### src/design/dtt_pkg.sv
// Shared types and constants for the deadline timer table.
// Used by dtt_order_cmp and deadline_timer_table; depends on nothing else.
package dtt_pkg;

   localparam int DEFAULT_NUM_SLOTS = 16;
   localparam int MODE_W            = 3;
   localparam int NOW_W             = 64;
   localparam int SLOT_ID_W         = 4;
   localparam int PERIOD_W          = 32;
   localparam int STATUS_W          = 2;
   localparam int REQ_DATA_W        = 104;
   localparam int RSP_DATA_W        = 72;
   localparam logic [NOW_W-1:0] ALL_ONES_MS = '1;

   typedef enum logic [MODE_W-1:0] {
      MODE_ADD        = 3'd0,
      MODE_CANCEL     = 3'd1,
      MODE_REFRESH    = 3'd2,
      MODE_RESET      = 3'd3,
      MODE_POLL       = 3'd4,
      MODE_QUERY      = 3'd5,
      MODE_CANCEL_ALL = 3'd6
   } mode_type;

   typedef enum logic [STATUS_W-1:0] {
      STAT_OK       = 2'd0,
      STAT_INACTIVE = 2'd1,
      STAT_FULL     = 2'd2,
      STAT_NONE_DUE = 2'd3
   } status_type;

   typedef enum logic [2:0] {
      S_IDLE,
      S_SCAN,
      S_EMIT,
      S_PER,
      S_ARM,
      S_OUT
   } state_type;

   typedef enum logic [1:0] {
      SCAN_EARLY,
      SCAN_DUE,
      SCAN_MIN_DUE,
      SCAN_MIN_ALL
   } scan_type;

   // deadline order: a ahead of b when its deadline is lower, lower slot on ties
   typedef struct packed {
      logic lt;
      logic eq;
      logic ahead;
   } cmp_type;

endpackage

### src/design/dtt_order_cmp.sv
// Shared deadline comparator of the timer table: one 64-bit magnitude compare
// plus the slot tie-break. Depends on dtt_pkg.
module dtt_order_cmp
   import dtt_pkg::*;
#(
   parameter int SLOT_W = SLOT_ID_W
) (
   input  logic [NOW_W-1:0]  a_dl,
   input  logic [SLOT_W-1:0] a_idx,
   input  logic [NOW_W-1:0]  b_dl,
   input  logic [SLOT_W-1:0] b_idx,
   output cmp_type           res
);

   always_comb begin
      res.lt    = a_dl < b_dl;
      res.eq    = a_dl == b_dl;
      res.ahead = res.lt || (res.eq && (a_idx < b_idx));
   end

endmodule

### src/design/deadline_timer_table.sv
// Deadline timer table top level: slot state, deadline and period memories,
// and the sequencer around the shared comparator. Depends on dtt_pkg, dtt_order_cmp.
//
// Usage: one request transaction on req_* carries a mode in req_tuser and its
// operands in req_tdata. Each request yields result transactions on rsp_*,
// the final one marked by rsp_tlast; a poll yields one per due slot, in
// deadline order. Mode 7 yields nothing.
// Sequence: mode 7 is dropped when accepted; cancel, cancel-all and rejected
// requests go straight to the output; add and reset arm the slot, then scan
// the table once; refresh first reads the period, then does the same; a query
// scans the table once; a poll scans for due slots, then scans once per due
// slot to find the next in order and re-arms each recurring slot it emits.
// Every scan reads one deadline per cycle through the single read port of
// the deadline memory and the one shared comparator.
// The block takes one request at a time; req_tready is high only when idle.
// Results sit in an output register; when rsp_tready is low the sequencer
// holds before loading the next result, so nothing is lost.
// Reset frees every slot and drops any pending result. Deadline and period
// memories are not cleared: their contents are used only for slots that were armed.
module deadline_timer_table
   import dtt_pkg::*;
#(
   parameter int NUM_SLOTS = DEFAULT_NUM_SLOTS
) (
   input  logic                  clock,
   input  logic                  reset,
   input  logic                  req_tvalid,
   output logic                  req_tready,
   // [63:0] now_ms, [67:64] slot_id, [99:68] period_ms, [100] repeat_flag, rest zero
   input  logic [REQ_DATA_W-1:0] req_tdata,
   // [2:0] mode
   input  logic [MODE_W-1:0]     req_tuser,
   output logic                  rsp_tvalid,
   input  logic                  rsp_tready,
   // [3:0] slot_out, [67:4] wait_ms, [68] new_earliest, rest zero
   output logic [RSP_DATA_W-1:0] rsp_tdata,
   // [1:0] status
   output logic [STATUS_W-1:0]   rsp_tuser,
   output logic                  rsp_tlast
);

   localparam int SLOT_W = (NUM_SLOTS > 1) ? $clog2(NUM_SLOTS) : 1;
   localparam int CNT_W  = $clog2(NUM_SLOTS + 1);
   localparam logic [CNT_W-1:0] CNT_END = CNT_W'(NUM_SLOTS);

   function automatic logic [SLOT_ID_W-1:0] slot4(input logic [SLOT_W-1:0] s);
      logic [SLOT_W+SLOT_ID_W-1:0] ext;
      ext = {{SLOT_ID_W{1'b0}}, s};
      return ext[SLOT_ID_W-1:0];
   endfunction

   // request fields
   logic [NOW_W-1:0]     req_now;
   logic [SLOT_ID_W-1:0] req_sid;
   logic [PERIOD_W-1:0]  req_period;
   logic                 req_repeat;
   assign req_now    = req_tdata[63:0];
   assign req_sid    = req_tdata[67:64];
   assign req_period = req_tdata[99:68];
   assign req_repeat = req_tdata[100];

   // control and working registers
   state_type            state_ff, state_in;
   scan_type             kind_ff, kind_in;
   mode_type             mode_ff, mode_in;
   logic [NOW_W-1:0]     now_ff, now_in;
   logic [PERIOD_W-1:0]  period_ff, period_in;
   logic [SLOT_W-1:0]    slot_ff, slot_in;
   logic [NOW_W-1:0]     arm_dl_ff, arm_dl_in;
   logic                 early_ff, early_in;
   logic [SLOT_W-1:0]    best_ff, best_in;
   logic [NOW_W-1:0]     best_dl_ff, best_dl_in;
   logic                 found_ff, found_in;
   logic [NUM_SLOTS-1:0] pend_ff, pend_in;
   logic [NUM_SLOTS-1:0] active_ff, active_in;
   logic [NUM_SLOTS-1:0] repeat_ff, repeat_in;
   logic [CNT_W-1:0]     cnt_ff, cnt_in;
   logic                 dv_ff, dv_in;
   logic [SLOT_W-1:0]    didx_ff, didx_in;

   // pending single result
   status_type           res_status_ff, res_status_in;
   logic [SLOT_ID_W-1:0] res_slot_ff, res_slot_in;
   logic [NOW_W-1:0]     res_wait_ff, res_wait_in;
   logic                 res_ne_ff, res_ne_in;

   // output register
   logic                 rsp_valid_ff, rsp_valid_in;
   status_type           rsp_status_ff, rsp_status_in;
   logic [SLOT_ID_W-1:0] rsp_slot_ff, rsp_slot_in;
   logic [NOW_W-1:0]     rsp_wait_ff, rsp_wait_in;
   logic                 rsp_ne_ff, rsp_ne_in;
   logic                 rsp_last_ff, rsp_last_in;

   // memories
   logic [NOW_W-1:0]    dl_mem  [NUM_SLOTS];
   logic [PERIOD_W-1:0] per_mem [NUM_SLOTS];
   logic [NOW_W-1:0]    rd_dl_ff;
   logic [PERIOD_W-1:0] rd_per_ff;
   logic [SLOT_W-1:0]   raddr;
   logic                mem_we;
   logic [SLOT_W-1:0]   waddr;
   logic [NOW_W-1:0]    wdata_dl;
   logic [PERIOD_W-1:0] wdata_per;

   // shared comparator
   logic [NOW_W-1:0]  cmp_b_dl;
   logic [SLOT_W-1:0] cmp_b_idx;
   cmp_type           cmp;

   dtt_order_cmp #(
      .SLOT_W(SLOT_W)
   ) u_cmp (
      .a_dl (rd_dl_ff),
      .a_idx(didx_ff),
      .b_dl (cmp_b_dl),
      .b_idx(cmp_b_idx),
      .res  (cmp)
   );

   always_comb begin
      unique case (kind_ff)
         SCAN_EARLY: begin
            cmp_b_dl  = arm_dl_ff;
            cmp_b_idx = slot_ff;
         end
         SCAN_DUE: begin
            cmp_b_dl  = now_ff;
            cmp_b_idx = best_ff;
         end
         default: begin
            cmp_b_dl  = best_dl_ff;
            cmp_b_idx = best_ff;
         end
      endcase
   end

   // lowest free slot
   logic              free_found;
   logic [SLOT_W-1:0] free_idx;
   always_comb begin
      free_found = 1'b0;
      free_idx   = '0;
      for (int i = NUM_SLOTS - 1; i >= 0; i--) begin
         if (!active_ff[i]) begin
            free_found = 1'b1;
            free_idx   = SLOT_W'(i);
         end
      end
   end

   // addressed slot
   logic [SLOT_W+SLOT_ID_W-1:0] sid_ext;
   logic [SLOT_W-1:0]           sid_idx;
   logic                        sid_bad;
   assign sid_ext = {{SLOT_W{1'b0}}, req_sid};
   assign sid_idx = sid_ext[SLOT_W-1:0];
   assign sid_bad = {{(32-SLOT_ID_W){1'b0}}, req_sid} >= 32'(NUM_SLOTS);

   // saturating arm adder
   logic [PERIOD_W-1:0] arm_per;
   logic [NOW_W:0]      arm_sum;
   logic [NOW_W-1:0]    arm_dl;
   assign arm_per = (mode_ff == MODE_ADD || mode_ff == MODE_RESET) ? period_ff : rd_per_ff;
   assign arm_sum = {1'b0, now_ff} + {{(NOW_W-PERIOD_W+1){1'b0}}, arm_per};
   assign arm_dl  = arm_sum[NOW_W] ? ALL_ONES_MS : arm_sum[NOW_W-1:0];

   logic out_free;
   assign out_free   = !rsp_valid_ff || rsp_tready;
   assign req_tready = (state_ff == S_IDLE);

   always_comb begin
      logic                 cand;
      logic [NUM_SLOTS-1:0] pend_rest;
      logic [NOW_W:0]       diff;

      state_in      = state_ff;
      kind_in       = kind_ff;
      mode_in       = mode_ff;
      now_in        = now_ff;
      period_in     = period_ff;
      slot_in       = slot_ff;
      arm_dl_in     = arm_dl_ff;
      early_in      = early_ff;
      best_in       = best_ff;
      best_dl_in    = best_dl_ff;
      found_in      = found_ff;
      pend_in       = pend_ff;
      active_in     = active_ff;
      repeat_in     = repeat_ff;
      cnt_in        = cnt_ff;
      dv_in         = 1'b0;
      didx_in       = didx_ff;
      res_status_in = res_status_ff;
      res_slot_in   = res_slot_ff;
      res_wait_in   = res_wait_ff;
      res_ne_in     = res_ne_ff;
      rsp_valid_in  = rsp_valid_ff && !rsp_tready;
      rsp_status_in = rsp_status_ff;
      rsp_slot_in   = rsp_slot_ff;
      rsp_wait_in   = rsp_wait_ff;
      rsp_ne_in     = rsp_ne_ff;
      rsp_last_in   = rsp_last_ff;
      raddr         = slot_ff;
      mem_we        = 1'b0;
      waddr         = slot_ff;
      wdata_dl      = arm_dl;
      wdata_per     = arm_per;
      cand          = 1'b0;
      pend_rest     = pend_ff;
      diff          = '0;

      unique case (state_ff)
         S_IDLE: begin
            if (req_tvalid) begin
               mode_in     = mode_type'(req_tuser);
               now_in      = req_now;
               period_in   = req_period;
               res_status_in = STAT_OK;
               res_slot_in = '0;
               res_wait_in = '0;
               res_ne_in   = 1'b0;
               cnt_in      = '0;
               found_in    = 1'b0;
               unique case (req_tuser) inside
                  MODE_ADD: begin
                     if (free_found) begin
                        slot_in             = free_idx;
                        active_in[free_idx] = 1'b1;
                        repeat_in[free_idx] = req_repeat;
                        state_in            = S_ARM;
                     end else begin
                        res_status_in = STAT_FULL;
                        state_in      = S_OUT;
                     end
                  end
                  MODE_CANCEL, MODE_REFRESH, MODE_RESET: begin
                     res_slot_in = req_sid;
                     slot_in     = sid_idx;
                     if (sid_bad || !active_ff[sid_idx]) begin
                        res_status_in = STAT_INACTIVE;
                        state_in      = S_OUT;
                     end else if (req_tuser == MODE_CANCEL) begin
                        active_in[sid_idx] = 1'b0;
                        state_in           = S_OUT;
                     end else if (req_tuser == MODE_REFRESH) begin
                        state_in = S_PER;
                     end else begin
                        state_in = S_ARM;
                     end
                  end
                  MODE_POLL: begin
                     pend_in  = '0;
                     kind_in  = SCAN_DUE;
                     state_in = S_SCAN;
                  end
                  MODE_QUERY: begin
                     kind_in  = SCAN_MIN_ALL;
                     state_in = S_SCAN;
                  end
                  MODE_CANCEL_ALL: begin
                     active_in = '0;
                     state_in  = S_OUT;
                  end
                  default: begin
                     // unknown mode: drop it
                  end
               endcase
            end
         end

         S_SCAN: begin
            // issue one read per cycle; each result is checked in the cycle after its read
            if (cnt_ff < CNT_END) begin
               raddr   = cnt_ff[SLOT_W-1:0];
               dv_in   = 1'b1;
               didx_in = cnt_ff[SLOT_W-1:0];
               cnt_in  = cnt_ff + CNT_W'(1);
            end
            if (dv_ff) begin
               case (kind_ff)
                  SCAN_EARLY: begin
                     if (active_ff[didx_ff] && didx_ff != slot_ff && cmp.ahead)
                        early_in = 1'b0;
                  end
                  SCAN_DUE: begin
                     pend_in[didx_ff] = active_ff[didx_ff] && (cmp.lt || cmp.eq);
                  end
                  default: begin
                     cand = (kind_ff == SCAN_MIN_DUE) ? pend_ff[didx_ff] : active_ff[didx_ff];
                     if (cand && (!found_ff || cmp.ahead)) begin
                        found_in   = 1'b1;
                        best_in    = didx_ff;
                        best_dl_in = rd_dl_ff;
                     end
                  end
               endcase
            end
            if (cnt_ff == CNT_END) begin
               case (kind_ff)
                  SCAN_EARLY: begin
                     res_status_in = STAT_OK;
                     res_slot_in   = slot4(slot_ff);
                     res_ne_in     = early_in;
                     state_in      = S_OUT;
                  end
                  SCAN_DUE: begin
                     if (pend_in == '0) begin
                        res_status_in = STAT_NONE_DUE;
                        state_in      = S_OUT;
                     end else begin
                        kind_in  = SCAN_MIN_DUE;
                        cnt_in   = '0;
                        found_in = 1'b0;
                     end
                  end
                  SCAN_MIN_DUE: begin
                     state_in = S_EMIT;
                  end
                  default: begin
                     diff = {1'b0, best_dl_in} - {1'b0, now_ff};
                     if (!found_in) begin
                        res_wait_in = ALL_ONES_MS;
                        res_slot_in = '0;
                     end else begin
                        res_wait_in = diff[NOW_W] ? '0 : diff[NOW_W-1:0];
                        res_slot_in = slot4(best_in);
                     end
                     state_in = S_OUT;
                  end
               endcase
            end
         end

         S_EMIT: begin
            pend_rest          = pend_ff;
            pend_rest[best_ff] = 1'b0;
            if (out_free) begin
               rsp_valid_in     = 1'b1;
               rsp_status_in    = STAT_OK;
               rsp_slot_in      = slot4(best_ff);
               rsp_wait_in      = '0;
               rsp_ne_in        = 1'b0;
               rsp_last_in      = (pend_rest == '0);
               pend_in          = pend_rest;
               cnt_in           = '0;
               found_in         = 1'b0;
               if (repeat_ff[best_ff]) begin
                  slot_in  = best_ff;
                  state_in = S_PER;
               end else begin
                  active_in[best_ff] = 1'b0;
                  state_in = (pend_rest == '0) ? S_IDLE : S_SCAN;
               end
            end
         end

         S_PER: begin
            raddr    = slot_ff;
            state_in = S_ARM;
         end

         S_ARM: begin
            mem_we    = 1'b1;
            arm_dl_in = arm_dl;
            cnt_in    = '0;
            found_in  = 1'b0;
            if (mode_ff == MODE_POLL) begin
               state_in = (pend_ff == '0) ? S_IDLE : S_SCAN;
            end else begin
               early_in = 1'b1;
               kind_in  = SCAN_EARLY;
               state_in = S_SCAN;
            end
         end

         S_OUT: begin
            if (out_free) begin
               rsp_valid_in  = 1'b1;
               rsp_status_in = res_status_ff;
               rsp_slot_in   = res_slot_ff;
               rsp_wait_in   = res_wait_ff;
               rsp_ne_in     = res_ne_ff;
               rsp_last_in   = 1'b1;
               state_in      = S_IDLE;
            end
         end

         default: begin
            state_in = S_IDLE;
         end
      endcase
   end

   always_ff @(posedge clock) begin
      if (reset) begin
         state_ff     <= S_IDLE;
         active_ff    <= '0;
         repeat_ff    <= '0;
         dv_ff        <= 1'b0;
         rsp_valid_ff <= 1'b0;
      end else begin
         state_ff     <= state_in;
         active_ff    <= active_in;
         repeat_ff    <= repeat_in;
         dv_ff        <= dv_in;
         rsp_valid_ff <= rsp_valid_in;
      end
   end

   always_ff @(posedge clock) begin
      kind_ff       <= kind_in;
      mode_ff       <= mode_in;
      now_ff        <= now_in;
      period_ff     <= period_in;
      slot_ff       <= slot_in;
      arm_dl_ff     <= arm_dl_in;
      early_ff      <= early_in;
      best_ff       <= best_in;
      best_dl_ff    <= best_dl_in;
      found_ff      <= found_in;
      pend_ff       <= pend_in;
      cnt_ff        <= cnt_in;
      didx_ff       <= didx_in;
      res_status_ff <= res_status_in;
      res_slot_ff   <= res_slot_in;
      res_wait_ff   <= res_wait_in;
      res_ne_ff     <= res_ne_in;
      rsp_status_ff <= rsp_status_in;
      rsp_slot_ff   <= rsp_slot_in;
      rsp_wait_ff   <= rsp_wait_in;
      rsp_ne_ff     <= rsp_ne_in;
      rsp_last_ff   <= rsp_last_in;
   end

   // deadline and period memories: one write port, one registered read port
   always_ff @(posedge clock) begin
      if (mem_we) begin
         dl_mem[waddr]  <= wdata_dl;
         per_mem[waddr] <= wdata_per;
      end
      rd_dl_ff  <= dl_mem[raddr];
      rd_per_ff <= per_mem[raddr];
   end

   assign rsp_tvalid = rsp_valid_ff;
   assign rsp_tuser  = rsp_status_ff;
   assign rsp_tlast  = rsp_last_ff;
   assign rsp_tdata  = {{(RSP_DATA_W-NOW_W-SLOT_ID_W-1){1'b0}}, rsp_ne_ff, rsp_wait_ff,
                        rsp_slot_ff};

endmodule

### config.mk
export PLATFORM = sky130hd
export DESIGN_NAME = deadline_timer_table
export DESIGN_NICKNAME = d
export VERILOG_FILES = /design/src/design/dtt_pkg.sv /design/src/design/dtt_order_cmp.sv /design/src/design/deadline_timer_table.sv
export SDC_FILE = /design/constraint.sdc
export NUM_CORES = 2
export LEC_CHECK = 0
export BUFFER_PORTS_ARGS = -buffer_cell sky130_fd_sc_hd__buf_2
export CAP_MARGIN = 30
export CORE_UTILIZATION = 41
export DETAILED_ROUTE_END_ITERATION = 10
export GPL_ROUTABILITY_DRIVEN = 1
export PLACE_DENSITY_LB_ADDON = 0.2
export SETUP_SLACK_MARGIN = 0.4
export SLEW_MARGIN = 40
export SYNTH_ARGS = -nofsm -noshare
export SYNTH_HDL_FRONTEND = slang
export SYNTH_SLANG_ARGS = --single-unit
### constraint.sdc
create_clock -name clock -period 14.9 [get_ports clock]
set_input_delay 2.98 -clock clock [delete_from_list [all_inputs] [get_ports clock]]
set_output_delay 2.98 -clock clock [all_outputs]
set_load 0.005 [all_outputs]
==> reports/results.tsv <==
metric	value	unit
wire length per cell	27.2	µm
final total negative setup slack	0	ns
Placed Instances	8259	
CTS tree	done	
area of the multi-input gates	25600	µm²
post-route setup slack	3.74	ns
critical path class	reg -> reg	
Final Hold Vio Count	0	
Power Dens Cells	216	nW/µm²
status	complete, no violations	
clk sinks	2076	
CTS-repair resized insts	0	
Crit path largest cell delay	0.63	ns
vias per inst	5.81	
DP HPWL	138	mm
Rows	169	
Flop pwr share	40.3	%
area leader, netlist	edfxtp_1	
Top FF cell, synth	edfxtp_1	
Max Buffers Root-to-Sink	3	
first-pass GRT wire length	344	mm
worst slew pin tran	0.899	ns
Syn Area/Cell	16.1	µm²
worst skew pair latency	0.89	ns
min Tclk post-route	11.16	ns
sequential share of the synthesized area	69.3	%
fin crit share	74.9	%
area grow syn2layout	14.3	%
Placer Congestion	0.883	
DRT Pass-1 Iters	5	
die area	216000	µm²
count of flip-flops with a built-in enable after synthesis	1943	
WP data required	15.45	ns
largest fanout on the critical path	44	
clk slew on worst S/H paths	0.06	ns
Comb pwr share	34.2	%
Clk pwr share	25.5	%
Final nets	5940	
grt total ovfl	0	
Final Skew	0.0862	ns
CP Capture Type	flip-flop	
hold buffers post-CTS	0	
slowest cell on the critical path	ha_1	
Unique masters post-synth	86	
non-filler cells, final	8672	
ANT nets after route	0	
Max Slew Vio Count	0	
die width	465	µm
Total Wirelength	236	mm
CP arrival	11.71	ns
H-tree levels	4	
FFs w/ async S/R, synth	0	%
share of the synthesized area in the top cell type	66.3	%
CORE AREA	213000	µm²
Worst VDD drop	160	µV
largest net degree at the start of global routing	125	
most frequent CP cell	buf_4	
Die H	465	µm
Max Cap Viol	0	
initial antenna violation count	10	
CTS buffer count	215	
routed vias	50400	
FF+latch count, synth	2076	
FF+latch area	61000	µm²
RSZ-0062 raised after global routing	false	
Setup violations, final	0	
Internal	14200	µW
synthesized instance count	5451	
dpl ws	3.96	ns
I/O pin count	188	
Area contributors post-synth	edfxtp_1 66%, mux4_2 10%, dfxtp_1 3.0%	
Net Sw Power	7560	µW
fmax	89.6	MHz
worst min-delay path category	reg -> reg	
DR DRC count	0	
Starting Density	41.4	%
leakage power	0.0338	µW
layout cells sized above 1	20.6	%
Critical Path Source Type	flip-flop	
PortBufs	181	
mapped cell area	88000	µm²
Starting DRT DRC Count	4960	
vias in the first global route	50200	
Total Power	21700	µW
Global Route Usage Sum	21.6	%
Sw Ratio	34.8	%
number of fill cells	18200	
Post-CTS Setup Inserts	0	
yosys warns	0	
Root Driver	clkbuf_16	
Slew headroom	40.1	%
cell usage after synthesis (53+ instances only):
| master | instances |
|---|---|
| mux2_2 | 99 |
| mux4_2 | 404 |
| buf_2 | 54 |
| nor2_1 | 164 |
| a31oi_1 | 135 |
| clkbuf_1 | 221 |
| a21o_1 | 73 |
| nand3_1 | 53 |
| nor3_1 | 55 |
| and3_1 | 90 |
| nand2_1 | 474 |
| dfxtp_1 | 133 |
| a21oi_1 | 276 |
| edfxtp_1 | 1943 |
| o21ai_0 | 233 |
| and2_1 | 110 |
| xnor2_1 | 56 |
| a211oi_1 | 107 |
| ha_1 | 170 |
| inv_1 | 125 |
final cells by class:
| type | count | area share (%) |
|---|---|---|
| sequential | 2076 | 60.7 |
| multi-input combinational | 2947 | 25.5 |
| clock buffer | 279 | 5.82 |
| tap | 2821 | 3.51 |
| timing repair buffer | 292 | 2.49 |
| clock inverter | 130 | 1.51 |
| inverter | 125 | 0.472 |
| antenna | 2 | 0.00498 |
cell usage in the layout, fill, tap and decap left out, types with 38 or more instances in the layout:
cell type	Yosys	final
a211oi_1	107	107
a21o_1	73	73
a21oi_1	276	271
a31oi_1	135	132
and2_1	110	109
and3_1	90	90
buf_2	54	181
buf_4	6	55
clkbuf_1	221	41
clkbuf_16	0	215
clkinv_2	0	48
dfxtp_1	133	132
edfxtp_1	1943	1943
ha_1	170	169
inv_1	125	122
mux2_2	99	98
mux4_2	404	404
nand2_1	474	472
nand3_1	53	52
nand4_1	46	46
nor2_1	164	148
nor3_1	55	50
o21a_1	38	38
o21ai_0	233	230
xnor2_1	56	56
xor2_1	38	38
per-layer routing:
metal  part of all wire (%)  global-route usage, %
met1                     44                   30.6
met2                     48                   35.0
met3                    5.8                   3.49
met4                    2.1                   5.25
met5                  0.022                      0
critical path: cells and delay by family, from the launching register on:
family / cells / cell delay [ns]
flip-flops: 1 / 0.42
AO/OA/AOI/OAI: 12 / 3.61
AND/OR/NAND/NOR: 8 / 2.71
buffers and inverters: 7 / 2.04
adder cells (fa/ha/maj): 4 / 1.62
multiplexers: 1 / 0.35
flip-flops by register name (all words and copies together), names as in the netlist, 64 cells and up:
name and cells:
dl_mem 1024, per_mem 512, arm_dl_ff 64, best_dl_ff 64
now_ff 64, rd_dl_ff 64, res_wait_ff 64, rsp_wait_ff 64
worst paths after layout:
kind | from | endpoint | slack (ns) | cells past startpoint
max | kind_ff[1] | res_wait_ff[46] | 3.74 | 32
min | repeat_ff[8] | repeat_ff[8] | 0.47 | 2
max reg2reg | kind_ff[1] | res_wait_ff[46] | 3.74 | 32
min reg2reg | repeat_ff[8] | repeat_ff[8] | 0.47 | 2
kinds of logic after synthesis:
| family | count (synthesis) | share of synthesized area [%] |
|---|---|---|
| compound gates | 1036 | 7.38 |
| xor+xnor | 94 | 0.936 |
| fa+ha+maj | 172 | 2.46 |
| buf+inv | 430 | 1.95 |
| flops | 2076 | 69.3 |
| mux | 525 | 11.9 |
| other cells | 1 | 0.00426 |
| simple gates | 1117 | 6.06 |
power groups by stage:
stage	clock network (µW)	registers, µW	logic [µW]
after floorplan	0	8670	5120
after global placement	0	8880	7290
after detailed placement	0	8880	7460
after CTS	5640	8770	7490
after global routing	5860	8820	8140
final	5550	8770	7430
stage by stage:
stage	util, %	hold WS [ns]	cell area (µm²)
after CTS	47.2	0.473	100000
after floorplan	-	0.445	88000
after global placement	43.4	0.458	92300
final	47.3	0.469	101000
after detailed placement	43.8	0.466	93100
after global routing	47.3	0.499	101000
Power figures use the tool's default switching activity.
